===== config.mk =====
export PLATFORM = sky130hd
export DESIGN_NAME = channel_volume_fade_engine_core
export DESIGN_NICKNAME = d
export VERILOG_FILES = /design/src/rtl/core/fve_pkg.sv /design/src/rtl/core/channel_volume_fade_engine_core.sv /design/src/rtl/core/fve_ram.sv /design/src/rtl/core/fve_div.sv
export SDC_FILE = /design/constraint.sdc
export NUM_CORES = 2
export LEC_CHECK = 0
export BUFFER_PORTS_ARGS = -buffer_cell sky130_fd_sc_hd__buf_2
export CORE_MARGIN = 4
export CORE_UTILIZATION = 55
export CTS_CLUSTER_SIZE = 10
export DETAILED_ROUTE_END_ITERATION = 16
export PLACE_DENSITY = 0.75
export SLEW_MARGIN = 20
export SYNTH_ARGS = -nofsm -noshare
export SYNTH_HDL_FRONTEND = slang
export SYNTH_SLANG_ARGS = --single-unit

===== constraint.sdc =====
create_clock -name aclk -period 53.4 [get_ports aclk]
set_clock_uncertainty 0.05 [all_clocks]
set_input_delay 16.02 -clock aclk [delete_from_list [all_inputs] [get_ports aclk]]
set_output_delay 16.02 -clock aclk [all_outputs]
set_load 0.01 [all_outputs]

===== src/rtl/core/fve_pkg.sv =====
package fve_pkg;

    localparam int FADE_SLOTS = 16;
    localparam int IDX_W      = (FADE_SLOTS > 1) ? $clog2(FADE_SLOTS) : 1;
    localparam int FPS_W      = 20;
    localparam int DVD_W      = 48;
    localparam int TOTAL_W    = 32;

    localparam logic [FPS_W-1:0] FPS_RESET = 20'd192000;

    localparam logic OP_START = 1'b0;
    localparam logic OP_TICK  = 1'b1;

    localparam logic [1:0] KIND_ACK   = 2'd0;
    localparam logic [1:0] KIND_RAMP  = 2'd1;
    localparam logic [1:0] KIND_FINAL = 2'd2;

    localparam logic ST_OK      = 1'b0;
    localparam logic ST_NO_SLOT = 1'b1;

    typedef struct packed {
        logic [4:0]         trk;
        logic [7:0]         chn;
        logic [15:0]        from;
        logic signed [16:0] diff;
        logic [TOTAL_W-1:0] total;
        logic signed [32:0] left;
    } entry_t;

    localparam int ENTRY_W = $bits(entry_t);

    typedef struct packed {
        logic [1:0]  kind;
        logic        status;
        logic [4:0]  trk;
        logic [7:0]  chn;
        logic [15:0] vol;
        logic        smute;
        logic        cmute;
    } res_t;

endpackage


===== src/rtl/core/channel_volume_fade_engine_core.sv =====
// Channel   Direction  Handshake          Carries
// s_*       in         s_valid / s_ready  one start or tick item
// m_*       out        m_valid / m_ready  one result beat, m_last on the final one
// cfg_*     in         cfg_wr_en          frames_per_second, written at once
//
// A start item reads and checks slots (S_READ, S_CHECK) until a busy slot of the same
// track and channel or the last slot, then loads the picked slot (S_LOAD) and delivers.
// A tick checks every slot; a moving slot runs the one-bit-a-cycle divider (S_DIV).
// Synchronous active-low reset frees all slots. A stalled output holds the walk.
module channel_volume_fade_engine_core import fve_pkg::*; (
    input  logic             aclk,
    input  logic             aresetn,
    input  logic             cfg_wr_en,
    input  logic [FPS_W-1:0] cfg_wr_data,
    input  logic             s_valid,
    output logic             s_ready,
    input  logic             s_opcode,
    input  logic [4:0]       s_track,
    input  logic [7:0]       s_track_channel,
    input  logic [15:0]      s_current_volume,
    input  logic [15:0]      s_target_volume,
    input  logic [15:0]      s_duration_q8,
    input  logic [15:0]      s_frames_elapsed,
    input  logic [31:0]      s_track_loaded_mask,
    output logic             m_valid,
    input  logic             m_ready,
    output logic [1:0]       m_kind,
    output logic             m_status,
    output logic [4:0]       m_out_track,
    output logic [7:0]       m_out_channel,
    output logic [15:0]      m_volume,
    output logic             m_set_mute,
    output logic             m_clear_mute,
    output logic             m_last
);

    typedef enum logic [7:0] {
        S_IDLE  = 8'b00000001,
        S_READ  = 8'b00000010,
        S_CHECK = 8'b00000100,
        S_LOAD  = 8'b00001000,
        S_MUL   = 8'b00010000,
        S_DIV   = 8'b00100000,
        S_PUSH  = 8'b01000000,
        S_FLUSH = 8'b10000000
    } state_t;

    state_t                state_reg, state_next;
    logic [FPS_W-1:0]      fps_reg, fps_next;
    logic [FADE_SLOTS-1:0] valid_reg, valid_next;
    logic [IDX_W-1:0]      idx_reg, idx_next;
    logic [IDX_W-1:0]      pick_reg, pick_next;
    logic                  found_reg, found_next;
    logic                  pend_valid_reg, pend_valid_next;
    res_t                  pend_reg, pend_next;
    res_t                  new_reg, new_next;
    logic                  m_valid_reg, m_valid_next;
    res_t                  out_reg, out_next;
    logic                  out_last_reg, out_last_next;

    logic                  op_reg;
    logic [4:0]            trk_reg;
    logic [7:0]            chn_reg;
    logic [15:0]           cur_reg, tgt_reg, dur_reg, elapsed_reg;
    logic [31:0]           mask_reg;
    entry_t                ent_reg, ent_next;
    logic [TOTAL_W-1:0]    done_reg, done_next;
    logic [15:0]           dmag_reg, dmag_next;
    logic                  neg_reg, neg_next;

    logic                  ram_we;
    logic [IDX_W-1:0]      ram_waddr;
    entry_t                ram_wdata, ram_rdata;
    logic                  div_start, div_done;
    logic [DVD_W-1:0]      div_q;
    logic [35:0]           tot_prod;
    logic [15:0]           qv;
    logic                  out_free, at_end, accept;
    res_t                  r;

    fve_ram #(.WIDTH(ENTRY_W), .DEPTH(FADE_SLOTS)) u_ram (
        .aclk    (aclk),
        .we      (ram_we),
        .wr_addr (ram_waddr),
        .wr_data (ram_wdata),
        .rd_addr (idx_reg),
        .rd_data (ram_rdata)
    );

    fve_div u_div (
        .aclk     (aclk),
        .aresetn  (aresetn),
        .start    (div_start),
        .dividend (DVD_W'(done_reg) * DVD_W'(dmag_reg)),
        .divisor  (ent_reg.total),
        .done     (div_done),
        .quotient (div_q)
    );

    assign accept   = s_valid && s_ready;
    assign out_free = !m_valid_reg || m_ready;
    assign at_end   = (idx_reg == IDX_W'(FADE_SLOTS - 1));
    assign tot_prod = 36'(fps_reg) * 36'(dur_reg);
    assign qv       = neg_reg ? 16'(-div_q[15:0]) : div_q[15:0];

    always_comb begin
        state_next      = state_reg;
        fps_next        = cfg_wr_en ? cfg_wr_data : fps_reg;
        valid_next      = valid_reg;
        idx_next        = idx_reg;
        pick_next       = pick_reg;
        found_next      = found_reg;
        pend_valid_next = pend_valid_reg;
        pend_next       = pend_reg;
        new_next        = new_reg;
        m_valid_next    = m_valid_reg && !m_ready;
        out_next        = out_reg;
        out_last_next   = out_last_reg;
        ent_next        = ent_reg;
        done_next       = done_reg;
        dmag_next       = dmag_reg;
        neg_next        = neg_reg;
        ram_we          = 1'b0;
        ram_waddr       = idx_reg;
        ram_wdata       = ent_reg;
        div_start       = 1'b0;
        r               = '0;

        unique case (state_reg)
            S_IDLE: begin
                if (accept) begin
                    idx_next   = '0;
                    found_next = 1'b0;
                    state_next = S_READ;
                end
            end
            S_READ: begin
                state_next = S_CHECK;
            end
            S_CHECK: begin
                if (op_reg == OP_START) begin
                    if (!valid_reg[idx_reg]) begin
                        pick_next  = idx_reg;
                        found_next = 1'b1;
                    end else if (ram_rdata.trk == trk_reg && ram_rdata.chn == chn_reg) begin
                        pick_next  = idx_reg;
                        found_next = 1'b1;
                    end
                    if ((valid_reg[idx_reg] && ram_rdata.trk == trk_reg &&
                         ram_rdata.chn == chn_reg) || at_end) begin
                        state_next = S_LOAD;
                    end else begin
                        idx_next   = idx_reg + 1'b1;
                        state_next = S_READ;
                    end
                end else begin
                    r.trk = ram_rdata.trk;
                    r.chn = ram_rdata.chn;
                    if (valid_reg[idx_reg] && mask_reg[ram_rdata.trk] &&
                        !ram_rdata.left[32] && ram_rdata.left != '0) begin
                        ent_next   = ram_rdata;
                        done_next  = ram_rdata.total - ram_rdata.left[TOTAL_W-1:0];
                        neg_next   = ram_rdata.diff[16];
                        dmag_next  = ram_rdata.diff[16] ? 16'(-ram_rdata.diff)
                                                        : ram_rdata.diff[15:0];
                        state_next = S_MUL;
                    end else if (valid_reg[idx_reg] && mask_reg[ram_rdata.trk]) begin
                        r.kind  = KIND_FINAL;
                        r.vol   = 16'(ram_rdata.from + ram_rdata.diff[15:0]);
                        r.smute = (r.vol == '0);
                        new_next   = r;
                        valid_next[idx_reg] = 1'b0;
                        state_next = S_PUSH;
                    end else begin
                        valid_next[idx_reg] = 1'b0;
                        if (at_end) begin
                            state_next = S_FLUSH;
                        end else begin
                            idx_next   = idx_reg + 1'b1;
                            state_next = S_READ;
                        end
                    end
                end
            end
            S_LOAD: begin
                r.kind = KIND_ACK;
                r.trk  = trk_reg;
                r.chn  = chn_reg;
                if (found_reg) begin
                    ram_we          = 1'b1;
                    ram_waddr       = pick_reg;
                    ram_wdata.trk   = trk_reg;
                    ram_wdata.chn   = chn_reg;
                    ram_wdata.from  = cur_reg;
                    ram_wdata.diff  = 17'({1'b0, tgt_reg} - {1'b0, cur_reg});
                    ram_wdata.total = TOTAL_W'(tot_prod[35:8]);
                    ram_wdata.left  = 33'(tot_prod[35:8]);
                    valid_next[pick_reg] = 1'b1;
                    r.status = ST_OK;
                    r.cmute  = 1'b1;
                end else begin
                    r.status = ST_NO_SLOT;
                end
                pend_next       = r;
                pend_valid_next = 1'b1;
                state_next      = S_FLUSH;
            end
            S_MUL: begin
                div_start  = 1'b1;
                state_next = S_DIV;
            end
            S_DIV: begin
                if (div_done) begin
                    r.kind   = KIND_RAMP;
                    r.trk    = ent_reg.trk;
                    r.chn    = ent_reg.chn;
                    r.vol    = 16'(ent_reg.from + qv);
                    new_next = r;
                    ram_we   = 1'b1;
                    ram_wdata.left = ent_reg.left - {17'd0, elapsed_reg};
                    state_next = S_PUSH;
                end
            end
            S_PUSH: begin
                if (!pend_valid_reg || out_free) begin
                    if (pend_valid_reg) begin
                        out_next      = pend_reg;
                        out_last_next = 1'b0;
                        m_valid_next  = 1'b1;
                    end
                    pend_next       = new_reg;
                    pend_valid_next = 1'b1;
                    if (at_end) begin
                        state_next = S_FLUSH;
                    end else begin
                        idx_next   = idx_reg + 1'b1;
                        state_next = S_READ;
                    end
                end
            end
            S_FLUSH: begin
                if (!pend_valid_reg) begin
                    state_next = S_IDLE;
                end else if (out_free) begin
                    out_next        = pend_reg;
                    out_last_next   = 1'b1;
                    m_valid_next    = 1'b1;
                    pend_valid_next = 1'b0;
                    state_next      = S_IDLE;
                end
            end
            default: state_next = S_IDLE;
        endcase
    end

    always_ff @(posedge aclk) begin
        if (!aresetn) begin
            state_reg      <= S_IDLE;
            fps_reg        <= FPS_RESET;
            valid_reg      <= '0;
            idx_reg        <= '0;
            found_reg      <= 1'b0;
            pend_valid_reg <= 1'b0;
            m_valid_reg    <= 1'b0;
        end else begin
            state_reg      <= state_next;
            fps_reg        <= fps_next;
            valid_reg      <= valid_next;
            idx_reg        <= idx_next;
            found_reg      <= found_next;
            pend_valid_reg <= pend_valid_next;
            m_valid_reg    <= m_valid_next;
        end
    end

    always_ff @(posedge aclk) begin
        pick_reg     <= pick_next;
        pend_reg     <= pend_next;
        new_reg      <= new_next;
        out_reg      <= out_next;
        out_last_reg <= out_last_next;
        ent_reg      <= ent_next;
        done_reg     <= done_next;
        dmag_reg     <= dmag_next;
        neg_reg      <= neg_next;
        if (accept) begin
            op_reg      <= s_opcode;
            trk_reg     <= s_track;
            chn_reg     <= s_track_channel;
            cur_reg     <= s_current_volume;
            tgt_reg     <= s_target_volume;
            dur_reg     <= s_duration_q8;
            elapsed_reg <= s_frames_elapsed;
            mask_reg    <= s_track_loaded_mask;
        end
    end

    assign s_ready       = (state_reg == S_IDLE);
    assign m_valid       = m_valid_reg;
    assign m_kind        = out_reg.kind;
    assign m_status      = out_reg.status;
    assign m_out_track   = out_reg.trk;
    assign m_out_channel = out_reg.chn;
    assign m_volume      = out_reg.vol;
    assign m_set_mute    = out_reg.smute;
    assign m_clear_mute  = out_reg.cmute;
    assign m_last        = out_last_reg;

`ifndef NO_ASSERTIONS
    a_idle_no_pending: assert property (@(posedge aclk) disable iff (!aresetn)
        state_reg == S_IDLE |-> !pend_valid_reg)
        else $error("pending result left over in idle");

    a_div_done_state: assert property (@(posedge aclk) disable iff (!aresetn)
        div_done |-> state_reg == S_DIV)
        else $error("divider finished outside the divide wait");

    a_ram_write_state: assert property (@(posedge aclk) disable iff (!aresetn)
        ram_we |-> (state_reg == S_LOAD || state_reg == S_DIV))
        else $error("slot write from an unexpected state");

    a_accept_leaves_idle: assert property (@(posedge aclk) disable iff (!aresetn)
        accept |=> state_reg == S_READ)
        else $error("accepted item did not start the slot walk");
`endif

endmodule


===== src/rtl/core/fve_ram.sv =====
module fve_ram #(
    parameter int WIDTH = 8,
    parameter int DEPTH = 16
) (
    input  logic                     aclk,
    input  logic                     we,
    input  logic [$clog2(DEPTH)-1:0] wr_addr,
    input  logic [WIDTH-1:0]         wr_data,
    input  logic [$clog2(DEPTH)-1:0] rd_addr,
    output logic [WIDTH-1:0]         rd_data
);

    logic [WIDTH-1:0] mem [DEPTH];

    always_ff @(posedge aclk) begin
        if (we) begin
            mem[wr_addr] <= wr_data;
        end
        rd_data <= mem[rd_addr];
    end

endmodule


===== src/rtl/core/fve_div.sv =====
module fve_div import fve_pkg::*; (
    input  logic               aclk,
    input  logic               aresetn,
    input  logic               start,
    input  logic [DVD_W-1:0]   dividend,
    input  logic [TOTAL_W-1:0] divisor,
    output logic               done,
    output logic [DVD_W-1:0]   quotient
);

    localparam int CNT_W = $clog2(DVD_W + 1);

    logic [TOTAL_W-1:0] rem_reg, rem_next;
    logic [TOTAL_W-1:0] dvs_reg, dvs_next;
    logic [DVD_W-1:0]   quo_reg, quo_next;
    logic [CNT_W-1:0]   cnt_reg, cnt_next;
    logic               busy_reg, busy_next;
    logic               done_reg, done_next;
    logic [TOTAL_W:0]   trial;

    always_comb begin
        rem_next  = rem_reg;
        dvs_next  = dvs_reg;
        quo_next  = quo_reg;
        cnt_next  = cnt_reg;
        busy_next = busy_reg;
        done_next = 1'b0;
        trial     = {rem_reg, quo_reg[DVD_W-1]};
        if (start) begin
            rem_next  = '0;
            dvs_next  = divisor;
            quo_next  = dividend;
            cnt_next  = '0;
            busy_next = 1'b1;
        end else if (busy_reg) begin
            if (trial >= {1'b0, dvs_reg}) begin
                rem_next = TOTAL_W'(trial - {1'b0, dvs_reg});
                quo_next = {quo_reg[DVD_W-2:0], 1'b1};
            end else begin
                rem_next = trial[TOTAL_W-1:0];
                quo_next = {quo_reg[DVD_W-2:0], 1'b0};
            end
            cnt_next = cnt_reg + 1'b1;
            if (cnt_reg == CNT_W'(DVD_W - 1)) begin
                busy_next = 1'b0;
                done_next = 1'b1;
            end
        end
    end

    always_ff @(posedge aclk) begin
        if (!aresetn) begin
            busy_reg <= 1'b0;
            done_reg <= 1'b0;
            cnt_reg  <= '0;
        end else begin
            busy_reg <= busy_next;
            done_reg <= done_next;
            cnt_reg  <= cnt_next;
        end
    end

    always_ff @(posedge aclk) begin
        rem_reg <= rem_next;
        dvs_reg <= dvs_next;
        quo_reg <= quo_next;
    end

    assign done     = done_reg;
    assign quotient = quo_reg;

endmodule


==> impl_results.html <==
<table>
<tr><th>Metric</th><th>Value</th></tr>
<tr><th colspan="2">Outcome</th></tr>
<tr><td>Outcome</td><td>complete, no violations</td></tr>
<tr><th colspan="2">Yosys</th></tr>
<tr><td>Cell taking the most area after synthesis</td><td>edfxtp_1</td></tr>
<tr><td>Largest cells by area after synthesis</td><td>edfxtp_1, fa_1, mux4_2</td></tr>
<tr><td>Count of warnings emitted by yosys</td><td>0</td></tr>
<tr><td>Share of the yosys chip area belonging to registers</td><td>58.18%</td></tr>
<tr><td>Share of synthesized cell area in and, or, nand and nor gates</td><td>6.723%</td></tr>
<tr><td>Synthesized area per cell</td><td>15.04 µm²</td></tr>
<tr><td>Most numerous cell types in the synthesized netlist</td><td>edfxtp_1, nand2_1, inv_1</td></tr>
<tr><td>Synth Flop Type</td><td>edfxtp_1</td></tr>
<tr><td>Net count of the mapped netlist</td><td>9,276</td></tr>
<tr><td>Compound-Gate Fraction of Synth Area</td><td>4.007%</td></tr>
<tr><td>Count of flip-flops with a built-in enable after synthesis</td><td>2,229</td></tr>
<tr><td>Flip-flop and latch count after synthesis</td><td>2,431</td></tr>
<tr><td>Dominant combinational cell family by area after synthesis</td><td>adder cells</td></tr>
<tr><td>Most frequently used cell type in the post-synthesis netlist</td><td>edfxtp_1</td></tr>
<tr><td>Async SR Flop Fraction</td><td>0%</td></tr>
<tr><td>Post-synth top area share</td><td>54.86%</td></tr>
<tr><td>Cell count after synthesis</td><td>8,111</td></tr>
<tr><td>Mux share of post-synthesis cell area</td><td>10.92%</td></tr>
<tr><td>Area share of xor/xnor cells in the synthesized design</td><td>1.558%</td></tr>
<tr><td>Post-synthesis share of cell area spent on full adders, half adders and majority gates</td><td>14.70%</td></tr>
<tr><td>Combined area of all synthesized cells</td><td>0.1220 mm²</td></tr>
<tr><td>Cell variety after synth</td><td>74</td></tr>
<tr><th colspan="2">Route</th></tr>
<tr><td>DRC marker count from the first detailed-route iteration</td><td>8,935</td></tr>
<tr><td>Detailed Routing Iterations Pass 1</td><td>6</td></tr>
<tr><td>Routed wire length on met3</td><td>35.23 mm</td></tr>
<tr><td>Detail-routed via count per cell</td><td>6.276</td></tr>
<tr><td>Length of routed met2 wiring</td><td>155.7 mm</td></tr>
<tr><td>Per-cell routed wire length</td><td>27.88 µm</td></tr>
<tr><td>Max Used Layer</td><td>met5</td></tr>
<tr><td>Final wirelength</td><td>322.0 mm</td></tr>
<tr><td>Post-detailed-route count of antenna-violating nets</td><td>0</td></tr>
<tr><td>Number of vias after detailed routing</td><td>72,484</td></tr>
<tr><td>Detailed-route wire length on metal 1</td><td>118.1 mm</td></tr>
<tr><td>Number of DRC violations after detailed routing</td><td>0</td></tr>
<tr><th colspan="2">STA</th></tr>
<tr><td>Final Hold Slack</td><td>0.3772 ns</td></tr>
<tr><td>Max frequency</td><td>53.62 MHz</td></tr>
<tr><td>Slew at the pin closest to its max-slew limit</td><td>1.245 ns</td></tr>
<tr><td>Final worst setup slack</td><td>34.75 ns</td></tr>
<tr><td>Final setup violating endpoints</td><td>0</td></tr>
<tr><td>Tmin final</td><td>18.65 ns</td></tr>
<tr><td>Normalized max-slew margin</td><td>14.82%</td></tr>
<tr><td>Max-slew violations</td><td>0</td></tr>
<tr><td>Setup repair after global routing missed its margin</td><td>false</td></tr>
<tr><td>Final Hold Fails</td><td>0</td></tr>
<tr><td>Final-layout setup total negative slack</td><td>0 ns</td></tr>
<tr><td>Ratio of final minimum period to clock period</td><td>34.93%</td></tr>
<tr><th colspan="2">Worst setup path</th></tr>
<tr><td>CP max FO</td><td>5</td></tr>
<tr><td>Critical R2R Capture</td><td>u_div.quotient[40]</td></tr>
<tr><td>CP startpoint</td><td>state_reg[7]</td></tr>
<tr><td>Worst R2R Start</td><td>done_reg[16]</td></tr>
<tr><td>WP data required</td><td>37.33 ns</td></tr>
<tr><td>Type of destination of the critical path</td><td>primary output</td></tr>
<tr><td>Classification of the worst setup path</td><td>reg -&gt; out</td></tr>
<tr><td>Crit path arrival time</td><td>2.58 ns</td></tr>
<tr><td>Destination of the critical timing path</td><td>s_ready</td></tr>
<tr><td>Crit path launch type</td><td>register</td></tr>
<tr><td>Setup slack of the most critical reg-to-reg path</td><td>44.41 ns</td></tr>
<tr><td>Reg2reg path depth</td><td>21</td></tr>
<tr><th colspan="2">Clock tree</th></tr>
<tr><td>Setup Fix Bufs, Post-CTS</td><td>0</td></tr>
<tr><td>Clk sinks</td><td>2,431</td></tr>
<tr><td>Number of gates given a new drive strength after cts</td><td>0</td></tr>
<tr><td>Number of buffers added by the clock tree synthesis step</td><td>298</td></tr>
<tr><td>Hold_buf cts</td><td>0</td></tr>
<tr><td>H-tree lvl count</td><td>5</td></tr>
<tr><td>Clock Path Buffers</td><td>4</td></tr>
<tr><td>Clock transition at path regs</td><td>0.06 ns</td></tr>
<tr><td>Root Buffer</td><td>clkbuf_16</td></tr>
<tr><td>Worst-Skew Late Latency</td><td>0.95 ns</td></tr>
<tr><td>CTS tree</td><td>yes</td></tr>
<tr><th colspan="2">Floorplanning</th></tr>
<tr><td>Area of the die</td><td>0.2294 mm²</td></tr>
<tr><td>Number of ports placed on the die boundary</td><td>172</td></tr>
<tr><td>Effective utilization at floorplan</td><td>55.42%</td></tr>
<tr><td>Core footprint</td><td>0.2202 mm²</td></tr>
<tr><td>Die Span Y</td><td>479.0 µm</td></tr>
<tr><td>Die X-Extent</td><td>479.0 µm</td></tr>
<tr><td>Row count</td><td>172</td></tr>
<tr><th colspan="2">Finish</th></tr>
<tr><td>Ratio of cells with drive above 1 in the final layout</td><td>15.10%</td></tr>
<tr><td>Number of nets in the final layout</td><td>9,546</td></tr>
<tr><td>Layout Cells excl Fill</td><td>11,550</td></tr>
<tr><td>Layout overhead on the synthesized area</td><td>10.95%</td></tr>
<tr><td>Flip-flop count of the largest register after layout</td><td>1,776</td></tr>
<tr><th colspan="2">Global route</th></tr>
<tr><td>Largest net degree at the start of global routing</td><td>160</td></tr>
<tr><td>All-layer global routing usage</td><td>28.26%</td></tr>
<tr><td>Initial antenna violation count</td><td>11</td></tr>
<tr><td>Global-route wire length before repair</td><td>481.5 mm</td></tr>
<tr><td>Grt total ovfl</td><td>0</td></tr>
<tr><td>Via count of the first global-routing pass</td><td>74,808</td></tr>
<tr><th colspan="2">Placed design</th></tr>
<tr><td>Port Buffer Count</td><td>171</td></tr>
<tr><td>Worst slack after detailed placement</td><td>35.32 ns</td></tr>
<tr><td>RePlAce Congestion</td><td>0.9244</td></tr>
<tr><td>Placed Cells incl. Taps</td><td>11,035</td></tr>
<tr><td>Sum of net half-perimeters after detailed placement</td><td>194.3 mm</td></tr>
<tr><th colspan="2">Power and ir drop</th></tr>
<tr><td>Power density cells</td><td>42.27 mW/mm²</td></tr>
<tr><td>Overall power of the completed layout</td><td>5.722 mW</td></tr>
<tr><td>Lkg Pwr</td><td>49.90 nW</td></tr>
<tr><td>Max IR drop VDD</td><td>0.0001707 V</td></tr>
<tr><th colspan="2">Worst hold path</th></tr>
<tr><td>Worst min-delay path category</td><td>reg -&gt; reg</td></tr>
<tr><td>Hold-critical path depth</td><td>0</td></tr>
<tr><th colspan="2">Flow run</th></tr>
<tr><td># Max-Cap Violations</td><td>0</td></tr>
</table>
layout by cell type, fill, tap and decap left out, types with 9 or more instances in the layout:
master     instances
edfxtp_1        2229
nand2_1          942
inv_1            911
fa_1             673
mux4_2           570
ha_1             357
and2_1           330
clkbuf_16        308
o21ai_0          219
a21oi_1          208
dfxtp_1          197
clkbuf_1         179
nor2_1           171
buf_2            171
buf_4            136
xnor2_1          133
a21o_1            96
xor2_1            77
nand3_1           48
nor3_1            40
nand2b_1          32
mux2i_1           31
nor2b_1           30
o21a_1            29
or3_1             28
and3_1            27
a211oi_1          25
o31ai_1           24
o211ai_1          24
a31oi_1           24
nor4_1            23
nand4_1           23
nor2_4            18
o21bai_1          16
mux2_2            16
o21ai_1           11
a22oi_1           11
nand3b_1          10
buf_12             9
logic make-up after synthesis:
kind of cell / after synthesis
DFF: 2431
and+or+nand+nor: 1769
buffers and inverters: 1264
adders and majority gates: 1030
AOI/OAI and AO/OA: 783
muxes: 617
xor gates and xnor gates: 217
metal layers:
layer | vias up | global-route usage, %
met2 | 4585 | 45.65
met4 | 8 | 10.76
met1 | 37371 | 37.93
li1 | 29682 | -
met5 | - | 0
met3 | 838 | 6.341
worst min path at each step:
stage	from	end	slack, ns
4_1_cts	pend_reg[22]	m_out_channel[4]	0.38
5_1_grt	u_ram.rd_data[35]	ent_reg[35]	0.39
3_5_place_dp	u_ram.rd_data[35]	ent_reg[35]	0.37
2_1_floorplan	pend_reg[0]	m_clear_mute	0.35
3_3_place_gp	u_ram.rd_data[37]	ent_reg[37]	0.37
6_report	pend_reg[22]	m_out_channel[4]	0.38
power breakdown:
group	internal [mW]	total (mW)	switching, mW
logic	0.568	1.80	1.23
registers	2.07	2.11	0.0341
clock network	1.08	1.81	0.737
metrics by stage:
step | util [%] | instance area, µm²
after floorplan | - | 122000
after global placement | 57.52 | 126600
after detailed placement | 57.53 | 126700
after CTS | 61.43 | 135200
after global routing | 61.49 | 135400
final | 61.49 | 135400
final cells by class:
cell class	instances	area (µm²)
Fill cell	15531	84790
Sequential cell	2431	70990
Multi-Input combinational cell	4416	46530
Clock buffer	491	8434
Tap cell	2958	3701
Inverter	913	3432
Timing Repair Buffer	321	2118
Clock inverter	15	143.9
Antenna cell	5	12.51
critical path: stages, from the launching register on:
cell	delay [ns]
dfxtp_1	0.34
nor4_1	0.54
and2_1	0.24
nand3b_1	0.19
inv_1	0.16
buf_2	0.18
Power figures use the tool's default switching activity.
